File: config.mk
export PLATFORM = sky130hd
export DESIGN_NAME = lcd_shadow_diff_updater_core
export DESIGN_NICKNAME = d
export VERILOG_FILES = /design/src/rtl/lsdu_pkg.sv /design/src/rtl/lsdu_front.sv /design/src/rtl/lsdu_queue.sv /design/src/rtl/lsdu_back.sv /design/src/rtl/lcd_shadow_diff_updater_core.sv
export SDC_FILE = /design/constraint.sdc
export NUM_CORES = 1
export LEC_CHECK = 0
export BUFFER_PORTS_ARGS = -buffer_cell sky130_fd_sc_hd__clkbuf_2
export CAP_MARGIN = 20
export CORE_MARGIN = 5
export CORE_UTILIZATION = 60
export CTS_CLUSTER_DIAMETER = 100
export DETAILED_ROUTE_END_ITERATION = 7
export PLACE_DENSITY_LB_ADDON = 0.08
export SKIP_CTS_REPAIR_TIMING = 1
export SYNTH_ARGS = -nofsm -noshare
export SYNTH_HDL_FRONTEND = slang
export SYNTH_HIERARCHICAL = 1
export SYNTH_SLANG_ARGS = --single-unit
File: constraint.sdc
create_clock -name clk -period 7.77 [get_ports clk]
set_clock_uncertainty 0.1 [all_clocks]
set_input_delay 0.3885 -clock clk [delete_from_list [all_inputs] [get_ports clk]]
set_output_delay 0.3885 -clock clk [all_outputs]
set_load 0.03 [all_outputs]
File: src/rtl/lsdu_pkg.sv
// ----------------------------------------------------------------------------
// lsdu_pkg
// Shared types and constants for the LCD shadow-compare character writer.
// ----------------------------------------------------------------------------
package lsdu_pkg;

  localparam logic [7:0] BLANK_CHAR    = 8'h20;
  localparam logic [7:0] CMD_SET_DDRAM = 8'h80;

  typedef struct packed {
    logic       start_run;
    logic [7:0] cmd_byte;
    logic [7:0] char_code;
  } job_t;

  function automatic logic [7:0] line_offset(input logic [1:0] row);
    logic [7:0] offset;
    case (row)
      2'd0: offset = 8'h00;
      2'd1: offset = 8'h40;
      2'd2: offset = 8'h14;
      2'd3: offset = 8'h54;
      default: offset = 8'h00;
    endcase
    return offset;
  endfunction

endpackage

File: src/rtl/lsdu_front.sv
// ----------------------------------------------------------------------------
// lsdu_front
// Accepts characters, compares them with the shadow frame and queues jobs.
// ----------------------------------------------------------------------------
module lsdu_front import lsdu_pkg::*; #(
  parameter int LINES   = 4,
  parameter int COLUMNS = 20
) (
  input  logic       clk,
  input  logic       rst,
  input  logic       in_valid,
  output logic       in_ready,
  input  logic [7:0] char_code,
  input  logic [1:0] row_index,
  input  logic [4:0] column_index,
  output logic       q_push,
  input  logic       q_ready,
  output job_t       q_job
);

  localparam int DEPTH = LINES * COLUMNS;
  localparam int POS_W = (DEPTH > 1) ? $clog2(DEPTH) : 1;

  logic [7:0]       shadow [DEPTH];
  logic [DEPTH-1:0] written;

  logic             in_fire;
  logic             in_range;
  logic [POS_W-1:0] pos;

  logic             s1_valid;
  logic [7:0]       s1_char;
  logic [1:0]       s1_row;
  logic [4:0]       s1_col;
  logic [POS_W-1:0] s1_pos;
  logic             s1_in_range;
  logic [7:0]       rd_data;
  logic             rd_written;
  logic             fwd;
  logic [7:0]       fwd_data;

  logic             prior_changed;
  logic [POS_W-1:0] prior_pos;

  logic [7:0]       shown;
  logic             changed;
  logic             cont;
  logic             s1_fire;

  assign in_range = ({1'b0, row_index} < 3'(LINES)) && ({1'b0, column_index} < 6'(COLUMNS));
  assign pos      = POS_W'(row_index) * POS_W'(COLUMNS) + POS_W'(column_index);
  assign in_fire  = in_valid && in_ready;

  assign shown   = fwd ? fwd_data : (rd_written ? rd_data : BLANK_CHAR);
  assign changed = s1_in_range && (shown != s1_char);
  assign cont    = prior_changed && (s1_col != 5'd0) &&
                   ({1'b0, prior_pos} + (POS_W+1)'(1) == {1'b0, s1_pos});

  assign q_push   = s1_valid && changed && q_ready;
  assign s1_fire  = s1_valid && (!changed || q_ready);
  assign in_ready = !s1_valid || s1_fire;

  assign q_job.start_run = !cont;
  assign q_job.cmd_byte  = CMD_SET_DDRAM | (8'(s1_col) + line_offset(s1_row));
  assign q_job.char_code = s1_char;

  always_ff @(posedge clk) begin
    if (q_push) begin
      shadow[s1_pos] <= s1_char;
    end
    if (in_fire && in_range) begin
      rd_data <= shadow[pos];
    end
  end

  always_ff @(posedge clk) begin
    if (in_fire) begin
      s1_char     <= char_code;
      s1_row      <= row_index;
      s1_col      <= column_index;
      s1_pos      <= pos;
      s1_in_range <= in_range;
      fwd         <= q_push && (s1_pos == pos);
      fwd_data    <= s1_char;
      rd_written  <= in_range && written[pos];
    end
  end

  always_ff @(posedge clk) begin
    if (rst) begin
      s1_valid      <= 1'b0;
      written       <= '0;
      prior_changed <= 1'b0;
      prior_pos     <= '0;
    end else begin
      if (in_fire) begin
        s1_valid <= 1'b1;
      end else if (s1_fire) begin
        s1_valid <= 1'b0;
      end
      if (q_push) begin
        written[s1_pos] <= 1'b1;
      end
      if (s1_fire) begin
        prior_changed <= changed;
        if (s1_in_range) begin
          prior_pos <= s1_pos;
        end
      end
    end
  end

endmodule

File: src/rtl/lsdu_queue.sv
// ----------------------------------------------------------------------------
// lsdu_queue
// Two-entry job queue between the compare stage and the byte serializer.
// ----------------------------------------------------------------------------
module lsdu_queue import lsdu_pkg::*; (
  input  logic clk,
  input  logic rst,
  input  logic push,
  output logic push_ready,
  input  job_t push_job,
  input  logic pop,
  output logic pop_valid,
  output job_t pop_job
);

  job_t       entries [2];
  logic       wr_ptr;
  logic       rd_ptr;
  logic [1:0] count;

  assign push_ready = (count != 2'd2);
  assign pop_valid  = (count != 2'd0);
  assign pop_job    = entries[rd_ptr];

  always_ff @(posedge clk) begin
    if (push) begin
      entries[wr_ptr] <= push_job;
    end
  end

  always_ff @(posedge clk) begin
    if (rst) begin
      wr_ptr <= 1'b0;
      rd_ptr <= 1'b0;
      count  <= 2'd0;
    end else begin
      if (push) begin
        wr_ptr <= ~wr_ptr;
      end
      if (pop) begin
        rd_ptr <= ~rd_ptr;
      end
      if (push && !pop) begin
        count <= count + 2'd1;
      end else if (pop && !push) begin
        count <= count - 2'd1;
      end
    end
  end

endmodule

File: src/rtl/lsdu_back.sv
// ----------------------------------------------------------------------------
// lsdu_back
// Serializes each job into expander bytes: two nibbles per byte, three
// bytes per nibble with the enable bit pulsed in the middle one.
// ----------------------------------------------------------------------------
module lsdu_back import lsdu_pkg::*; (
  input  logic       clk,
  input  logic       rst,
  input  logic       backlight_on,
  input  logic       q_valid,
  input  job_t       q_job,
  output logic       q_pop,
  output logic       out_valid,
  input  logic       out_ready,
  output logic [7:0] bus_byte,
  output logic       last_of_run
);

  job_t       job;
  logic       busy;
  logic       seg;
  logic       nib;
  logic [1:0] phase;

  logic       out_free;
  logic       is_last;
  logic [7:0] value;
  logic [3:0] nibble;
  logic [7:0] byte_next;

  assign out_free  = !out_valid || out_ready;
  assign is_last   = seg && nib && (phase == 2'd2);
  assign value     = seg ? job.char_code : job.cmd_byte;
  assign nibble    = nib ? value[3:0] : value[7:4];
  assign byte_next = {nibble, backlight_on, (phase == 2'd1), 1'b0, seg};
  assign q_pop     = q_valid && (!busy || (out_free && is_last));

  always_ff @(posedge clk) begin
    if (rst) begin
      busy        <= 1'b0;
      out_valid   <= 1'b0;
      seg         <= 1'b0;
      nib         <= 1'b0;
      phase       <= 2'd0;
      bus_byte    <= 8'h00;
      last_of_run <= 1'b0;
    end else begin
      if (out_free) begin
        out_valid <= busy;
        if (busy) begin
          bus_byte    <= byte_next;
          last_of_run <= is_last;
        end
      end
      if (q_pop) begin
        job   <= q_job;
        busy  <= 1'b1;
        seg   <= !q_job.start_run;
        nib   <= 1'b0;
        phase <= 2'd0;
      end else if (busy && out_free) begin
        if (is_last) begin
          busy <= 1'b0;
        end
        if (phase == 2'd2) begin
          phase <= 2'd0;
          if (nib) begin
            nib <= 1'b0;
            seg <= 1'b1;
          end else begin
            nib <= 1'b1;
          end
        end else begin
          phase <= phase + 2'd1;
        end
      end
    end
  end

  a_last_is_data: assert property (@(posedge clk) disable iff (rst)
    out_valid && last_of_run |-> bus_byte[0] && !bus_byte[2])
    else $error("Final byte of an item is not a data byte without enable.");

  a_phase_range: assert property (@(posedge clk) disable iff (rst)
    busy |-> phase != 2'd3)
    else $error("Nibble phase counter out of range.");

  a_enable_followed: assert property (@(posedge clk) disable iff (rst)
    out_valid && out_ready && bus_byte[2] |=>
      out_valid && !bus_byte[2] && bus_byte[7:4] == $past(bus_byte[7:4]))
    else $error("Enable byte not followed by matching strobe-low byte.");

endmodule

File: src/rtl/lcd_shadow_diff_updater_core.sv
// ----------------------------------------------------------------------------
// lcd_shadow_diff_updater_core
// Shadow-compare character writer for a 4-bit character LCD on an I2C
// port expander.
// ----------------------------------------------------------------------------
// Usage: characters of a new frame enter on in_valid/in_ready with
// char_code, row_index and column_index. A character equal to the shadow
// copy produces nothing. A changed one updates the shadow and produces six
// expander bytes on out_valid/out_ready, or twelve when an address command
// must precede it because it does not continue a run of changed characters
// along one line. last_of_run marks the final byte of each character.
// The compare stage takes one item per cycle unless a changed one waits
// for queue room; output is one byte per cycle while out_ready holds, so
// the sustained rate is set by the byte serializer. An item passes the
// compare register, the job queue and the serializer job register before
// its first byte is registered at the output. A two-entry job queue lets
// the compare stage keep absorbing items while the serializer works. When
// the receiver stalls, the output byte holds and the queue fills; in_ready
// then drops. Reset empties the pipeline, marks the whole shadow as blanks
// and sets the backlight bit on. cfg_we writes backlight_on from cfg_wdata.
// ----------------------------------------------------------------------------
module lcd_shadow_diff_updater_core import lsdu_pkg::*; #(
  parameter int LINES   = 4,
  parameter int COLUMNS = 20
) (
  input  logic       clk,
  input  logic       rst,
  input  logic       cfg_we,
  input  logic       cfg_wdata,
  input  logic       in_valid,
  output logic       in_ready,
  input  logic [7:0] char_code,
  input  logic [1:0] row_index,
  input  logic [4:0] column_index,
  output logic       out_valid,
  input  logic       out_ready,
  output logic [7:0] bus_byte,
  output logic       last_of_run
);

  logic backlight_on;
  logic q_push;
  logic q_push_ready;
  job_t q_push_job;
  logic q_pop;
  logic q_pop_valid;
  job_t q_pop_job;

  always_ff @(posedge clk) begin
    if (rst) begin
      backlight_on <= 1'b1;
    end else if (cfg_we) begin
      backlight_on <= cfg_wdata;
    end
  end

  lsdu_front #(
    .LINES   (LINES),
    .COLUMNS (COLUMNS)
  ) u_front (
    .clk          (clk),
    .rst          (rst),
    .in_valid     (in_valid),
    .in_ready     (in_ready),
    .char_code    (char_code),
    .row_index    (row_index),
    .column_index (column_index),
    .q_push       (q_push),
    .q_ready      (q_push_ready),
    .q_job        (q_push_job)
  );

  lsdu_queue u_queue (
    .clk        (clk),
    .rst        (rst),
    .push       (q_push),
    .push_ready (q_push_ready),
    .push_job   (q_push_job),
    .pop        (q_pop),
    .pop_valid  (q_pop_valid),
    .pop_job    (q_pop_job)
  );

  lsdu_back u_back (
    .clk          (clk),
    .rst          (rst),
    .backlight_on (backlight_on),
    .q_valid      (q_pop_valid),
    .q_job        (q_pop_job),
    .q_pop        (q_pop),
    .out_valid    (out_valid),
    .out_ready    (out_ready),
    .bus_byte     (bus_byte),
    .last_of_run  (last_of_run)
  );

endmodule

==> results of run 1 <==
==> final timing paths <==
kind                            from                     end  slack [ns]  depth (start not counted)
hold / removal                   rst          u_queue/wr_ptr        0.08                          2
hold reg to reg    u_front/s1_row[0]  u_queue/entries[0][14]        0.36                          0
setup reg to reg  u_front/s1_char[0]      u_front/rd_data[2]        3.67                          7
setup / recovery        row_index[0]      u_front/rd_data[2]        3.63                         12
==> cell families (layout without fill, tap and decap cells) <==
logic type / after synthesis / count (layout) / share of synthesized area, %
and+or+nand+nor: 330 / 330 / 5.31
AOI/OAI and AO/OA: 258 / 258 / 5.18
DFF: 838 / 838 / 71.8
xor gates and xnor gates: 21 / 21 / 0.549
muxes: 244 / 244 / 13.7
other: 2 / 2 / 0.0224
buffers and inverters: 203 / 306 / 3.02
adders and majority gates: 9 / 9 / 0.359
==> layout make-up <==
| type | instances | area share, % |
|---|---|---|
| flip-flops and latches | 838 | 65.0 |
| multi-input cells | 864 | 22.8 |
| clock buffers | 109 | 6.18 |
| well taps | 748 | 2.53 |
| repair buffers | 68 | 1.42 |
| clock inverters | 42 | 1.17 |
| inverters | 87 | 0.881 |
==> power groups by stage <==
stage                     logic, mW  clock network (mW)  registers [mW]
after global placement        0.823                   0            5.18
after CTS                     0.845                4.05            5.09
after global routing          0.918                4.23            5.09
final                         0.857                3.98            5.09
after floorplan               0.574                   0            5.18
after detailed placement      0.842                   0            5.18
==> critical path: stages <==
cell and delay [ns]:
dlygate4sd3_1 0.56, clkbuf_2 0.15, ha_4 0.17, fa_4 0.45, xnor2_2 0.15, buf_4 0.24
inv_2 0.50, nor3b_1 0.31, a22o_1 0.32, a221oi_1 0.65, nand4b_1 0.29, o221a_2 0.20
==> cells in the mapped netlist, types with 6 or more instances <==
master    number  area [µm²]
o22ai_1       86         538
mux2i_1       55         551
nor2b_1       20         125
edfxtp_1     729       21900
nand2b_1      13        81.3
o21ai_1        7        35.0
o21ai_0       22         110
a22oi_1       25         188
a221oi_1       9        78.8
nand3b_1      16         120
mux4_2       170        3830
xnor2_1       17         149
buf_4         18         135
mux2_1        17         191
buf_6         21         236
ha_1           8         100
or3_1          8        50.1
a21oi_1       41         205
nor2_1       107         402
nor3_1        15        75.1
a211oi_1      15         113
inv_1         85         319
nor3b_1       10        75.1
clkbuf_1      51         191
dfxtp_1      109        2180
a22o_1         6        52.6
a221o_1       12         120
buf_2         21         105
or2_2         20         125
and3_1         6        37.5
nand2_1       56         210
nand3_1       15        75.1
and2_1         8        50.1
==> sequential cells by signal, summed over array words and instances, names as in the netlist, 2 cells and up, named ones only <==
register / count
u_back/bus_byte: 7
u_back/job: 16
u_back/phase: 2
u_front/fwd_data: 8
u_front/prior_pos: 7
u_front/rd_data: 8
u_front/s1_char: 8
u_front/s1_col: 5
u_front/s1_pos: 5
u_front/s1_row: 2
u_front/shadow: 640
u_front/written: 80
u_queue/count: 2
u_queue/entries: 34
==> metal layers <==
metal / part of all wire [%] / vias to the layer above / routed length [µm] / track usage, %
met5: 0 / - / 0 / 0
met4: 2.6 / 0 / 1970 / 6.79
met3: 7.4 / 128 / 5540 / 5.04
met2: 49 / 716 / 36700 / 40.0
met1: 41 / 9121 / 30900 / 35.9
li1: - / 7647 / - / -
==> out/qor.yml, run 1 <==
cells_and_area:
  fillCellCount: 3657
  synthToLayoutAreaGrowth_pct: 10.6
  finalNonFillerCells: 2756
  share_of_final_layout_standard_cells_stronger_than_drive_strength_1_pct: 19.5
  finalNetCount: 1972
  layout.cells.most_common_list: "edfxtp_1, mux4_2, dfxtp_1"
  multiInputGateArea_um2: 8460
  final-seq-area_um2: 24100
  utilization_of_the_core_after_routing_pct: 67.1
  ant_diodes: 0
  most_frequent_standard_cell_in_the_layout_excluding_fill_and_tap_cells: "edfxtp_1"
  final_design_area_no_fill_um2: 37000
clocking:
  htree_levels: 3
  clkSlewWorstSetupHoldPaths_ns: 0.06
  cts_root_buffer: "clkbuf_16"
  tritoncts_num_sinks: 838
  numCtsBuffers: 83
  cts-root-to-sink-buffers: 3
  tritoncts: "done"
  clkLatencyLatePin_ns: 0.62
global_route:
  grt_max_degree: 102
  grt_first_pass_wirelength_mm: 112
  overflow: 0
  global_route.usage.total_pct: 25.0
  first_global_vias: 17200
  antenna_found_initial: 0
synthesis:
  syn_avg_cell_area_um2: 17.6
  synth-edff-count: 729
  synth.distinct_cells: 68
  synthesis.area_um2: 33500
  synth-async-reset-ratio_pct: 0
  postSynthRegisterBits: 838
  yosysSeqAreaShare_pct: 71.8
  postSynthNetCount: 1935
  syn_inst: 1905
  synth-warning-count: 6
  yosys_most_used_dff: "edfxtp_1"
power:
  power_frac_seq_pct: 51.3
  total_power_mw: 9.92
  power.share.clock_pct: 40.1
  swShare_pct: 22.7
  static-leakage-power_nw: 11.7
  ir_drop_mv: 0.229
  net_switching_power_figure_mw: 2.26
  pwr-share-comb_pct: 8.6
  cell_internal_pwr_mw: 7.66
  power.density_cell_area_nw_per_um2: 268
timing:
  grt_setup_unrepaired: "false"
  slew_viol_final: 0
  timing.slew.headroom_pct: 25.7
  finalCritPeriodShare_pct: 53.2
  max_clock_freq_mhz: 242
  period_minus_slack_ns: 4.14
  worstMarginPinSlew_ns: 1.11
  timing.setup.tns_ns: 0
  final_critical_path_setup_slack_ns: 3.63
  timing.final.hold_violations: 0
  whs_ns: 0.0756
  final-setup-viol-count: 0
placement:
  placed_area_um2: 34100
  io_buffer_count: 30
  dpl.hpwl_mm: 46.5
  dpl.cell_count: 2588
  place_congestion: 0.847
  pre_cts_slack_ns: 3.57
worst_setup_path:
  worstPathArrival_ns: 4.41
  critical_path_peak_fanout: 28
  crit_path_capture_type: "flop"
  path_class: "in2reg"
  worstSetupStartpointType: "input port"
  critical_path_required_ns: 8.04
outcome:
  outcome: "finished, final reports clean"
floorplan:
  die_x_um: 246
  die_height_um: 246
  start_util_pct: 60.7
  core_area_um2: 55200
  design.die.area_um2: 60700
  top_level_ports: 32
  num_rows: 86
route:
  detail_route.drc_violations: 0
  wl_per_cell_um: 27.3
  drt.antenna.violating_nets: 0
  vias_per_cell: 6.39
  routed-via-count: 17600
  drt_iter0_markers: 1709
  drt-pass1-iter-count: 6
  total_wire_length_after_detailed_routing_mm: 75.2
hold_path:
  min_path_type: "in2reg"
job:
  timing.max_cap.violations: 0
Power figures use the tool's default switching activity.
==> run 2: changes to the inputs <==
==> constraint.sdc (replaced) <==
create_clock -name clk -period 4.2 [get_ports clk]
set_clock_uncertainty 0.1 [all_clocks]
set_input_delay 0.21 -clock clk [delete_from_list [all_inputs] [get_ports clk]]
set_output_delay 0.21 -clock clk [all_outputs]
set_load 0.03 [all_outputs]
==> run 2 against run 1 <==
Effect of this change: first-iteration DRC count rose by 4.9%; critical path depth fell by 2; clock-buffer cell count rose by 5; setup slack got worse by 3.4 ns; sequential power rose by 85%; register-to-register slack got worse by 3.3 ns; wire length rose by 3.5%; combinational power rose by 97%; global-route usage rose by 0.99 points; die area did not move; sequential cell count did not move; sequential share of layout area fell by 0.79 points; largest cell class unchanged; largest power group unchanged.
==> out/qor.yml, run 2 (same netlist as run 1, synthesis figures left out) <==
clocking:
  cts-root-to-sink-buffers: 3
  tritoncts_num_sinks: 838
  clkSlewWorstSetupHoldPaths_ns: 0.06
  clkLatencyLatePin_ns: 0.63
  tritoncts: "done"
  numCtsBuffers: 82
  htree_levels: 3
  cts_root_buffer: "clkbuf_16"
worst_setup_path:
  r2r_setup_slack_ns: 0.37
  path_class: "in2reg"
  r2r_end: "u_queue/count[1]"
  reg_to_reg_critical_path_startpoint: "u_front/fwd"
  cells_along_the_critical_path: "dlygate4sd3_1, clkbuf_2, ha_4, fa_4, buf_4, nor2_1, buf_4, a221o_1, o32ai_1, a21oi_1"
  critical_path_peak_fanout: 44
  worstRegToRegCells: 8
  cp_slowest_cell: "fa_4"
  worstSetupStartpointType: "input port"
  crit_path_capture_type: "flop"
  critical_path_required_ns: 4.41
  worst_path_largest_cell_delay_ns: 1.21
  worstPathArrival_ns: 4.17
  crit_path_frequent_cell: "buf_4"
power:
  power.density_cell_area_nw_per_um2: 500
  ir_drop_mv: 0.403
  static-leakage-power_nw: 11.9
  total_power_mw: 18.8
global_route:
  first_global_vias: 17500
  grt_first_pass_wirelength_mm: 116
  overflow: 0
  grt_max_degree: 105
  antenna_found_initial: 1
  global_route.usage.total_pct: 26.0
timing:
  period_minus_slack_ns: 3.96
  timing.final.hold_violations: 0
  grt_setup_unrepaired: "false"
  finalCritPeriodShare_pct: 94.2
  timing.slew.headroom_pct: 29.3
  max_clock_freq_mhz: 253
  whs_ns: 0.0484
  worstMarginPinSlew_ns: 1.06
  final-setup-viol-count: 0
  slew_viol_final: 0
  timing.setup.tns_ns: 0
cells_and_area:
  synthToLayoutAreaGrowth_pct: 11.9
  largest_reg_flops: 640
  finalNetCount: 2011
  share_of_final_layout_standard_cells_stronger_than_drive_strength_1_pct: 21.1
  registers_with_the_most_flip_flops: "u_front/shadow (640), u_front/written (80), u_queue/entries (34)"
  layout.cells.most_common_list: "edfxtp_1, mux4_2, dfxtp_1"
  most_frequent_standard_cell_in_the_layout_excluding_fill_and_tap_cells: "edfxtp_1"
  fillCellCount: 3660
  largest_register: "u_front/shadow"
  utilization_of_the_core_after_routing_pct: 67.9
route:
  drt_iter0_markers: 1793
  total_wire_length_after_detailed_routing_mm: 77.8
  vias_per_cell: 6.39
  detail_route.drc_violations: 0
  drt-pass1-iter-count: 5
  routed-via-count: 17900
  drt.antenna.violating_nets: 0
  wl_per_cell_um: 27.8
hold_path:
  whs_path_depth: 4
  holdCritStartpoint: "out_ready"
  worst_hold_path.endpoint: "u_back/bus_byte[0]"
  min_path_type: "in2reg"
floorplan:
  core_area_um2: 55200
  die_height_um: 246
  num_rows: 86
  die_x_um: 246
  top_level_ports: 32
  start_util_pct: 60.7
  design.die.area_um2: 60700
placement:
  place_congestion: 0.869
  io_buffer_count: 30
  dpl.hpwl_mm: 48.7
job:
  timing.max_cap.violations: 0
outcome:
  outcome: "finished, final reports clean"
==> run 2: cell types whose count changed in the layout (fill, tap and decap cells not counted), moves of 2 or more <==
cell           change
dlygate4sd3_1      +2
buf_12             +3
clkinv_1           -2
bufinv_16          +3
clkbuf_1           +2
clkinv_2           -3
clkbuf_16          +3
buf_4             +36
==> run 2: metal layers <==
metal / wire [µm] / GRT usage (%)
met1: 31700 / 37.1
met2: 37500 / 41.1
met3: 6310 / 5.99
met4: 2270 / 7.38
met5: 0 / 0
==> run 2: stage by stage <==
step / setup slack [ns] / cells / instance area, µm²
floorplan: 0.0886 / 1905 / 33500
global placement: 0.202 / 2626 / 34500
detailed placement: 0.179 / 2626 / 34500
CTS: 0.402 / 2779 / 37300
global route: 0.196 / 2798 / 37500
finish: 0.242 / 2799 / 37500
==> run 2: worst max-delay path: cells and delay by family <==
kind	cells	cell delay, ns
compound gates	3	1.22
fa+ha+maj	2	1.38
buf+inv	4	1.22
simple gates	1	0.07
==> run 2: worst max-delay path by stage <==
stage	start	end	slack, ns	depth (start not counted)
final	row_index[0]	u_front/rd_data[1]	0.24	10
after global routing	u_front/fwd	u_queue/count[1]	0.20	8
after global placement	row_index[0]	u_front/rd_data[1]	0.20	9
after CTS	u_front/fwd	u_queue/count[1]	0.40	8
after detailed placement	row_index[0]	u_front/rd_data[1]	0.18	9
after floorplan	u_front/s1_char[3]	u_front/rd_data[0]	0.09	5
==> run 2: cell type report <==
type / instances / area (µm²) / share of cell area, %
Multi-Input combinational cell: 864 / 8460 / 22.6
Sequential cell: 838 / 24100 / 64.2
Clock inverter: 39 / 479 / 1.28
Tap cell: 748 / 936 / 2.50
Antenna cell: 1 / 2.50 / 0.00667
Timing Repair Buffer: 108 / 850 / 2.27
Inverter: 87 / 327 / 0.871
Clock buffer: 114 / 2370 / 6.32
==> run 2: power by group <==
part / switching, mW / total, mW / leakage (nW) / internal (mW)
Combinational: 1.06 / 1.69 / 3.07 / 0.630
Clock: 3.05 / 7.68 / 1.39 / 4.63
Sequential: 0.142 / 9.40 / 7.46 / 9.26
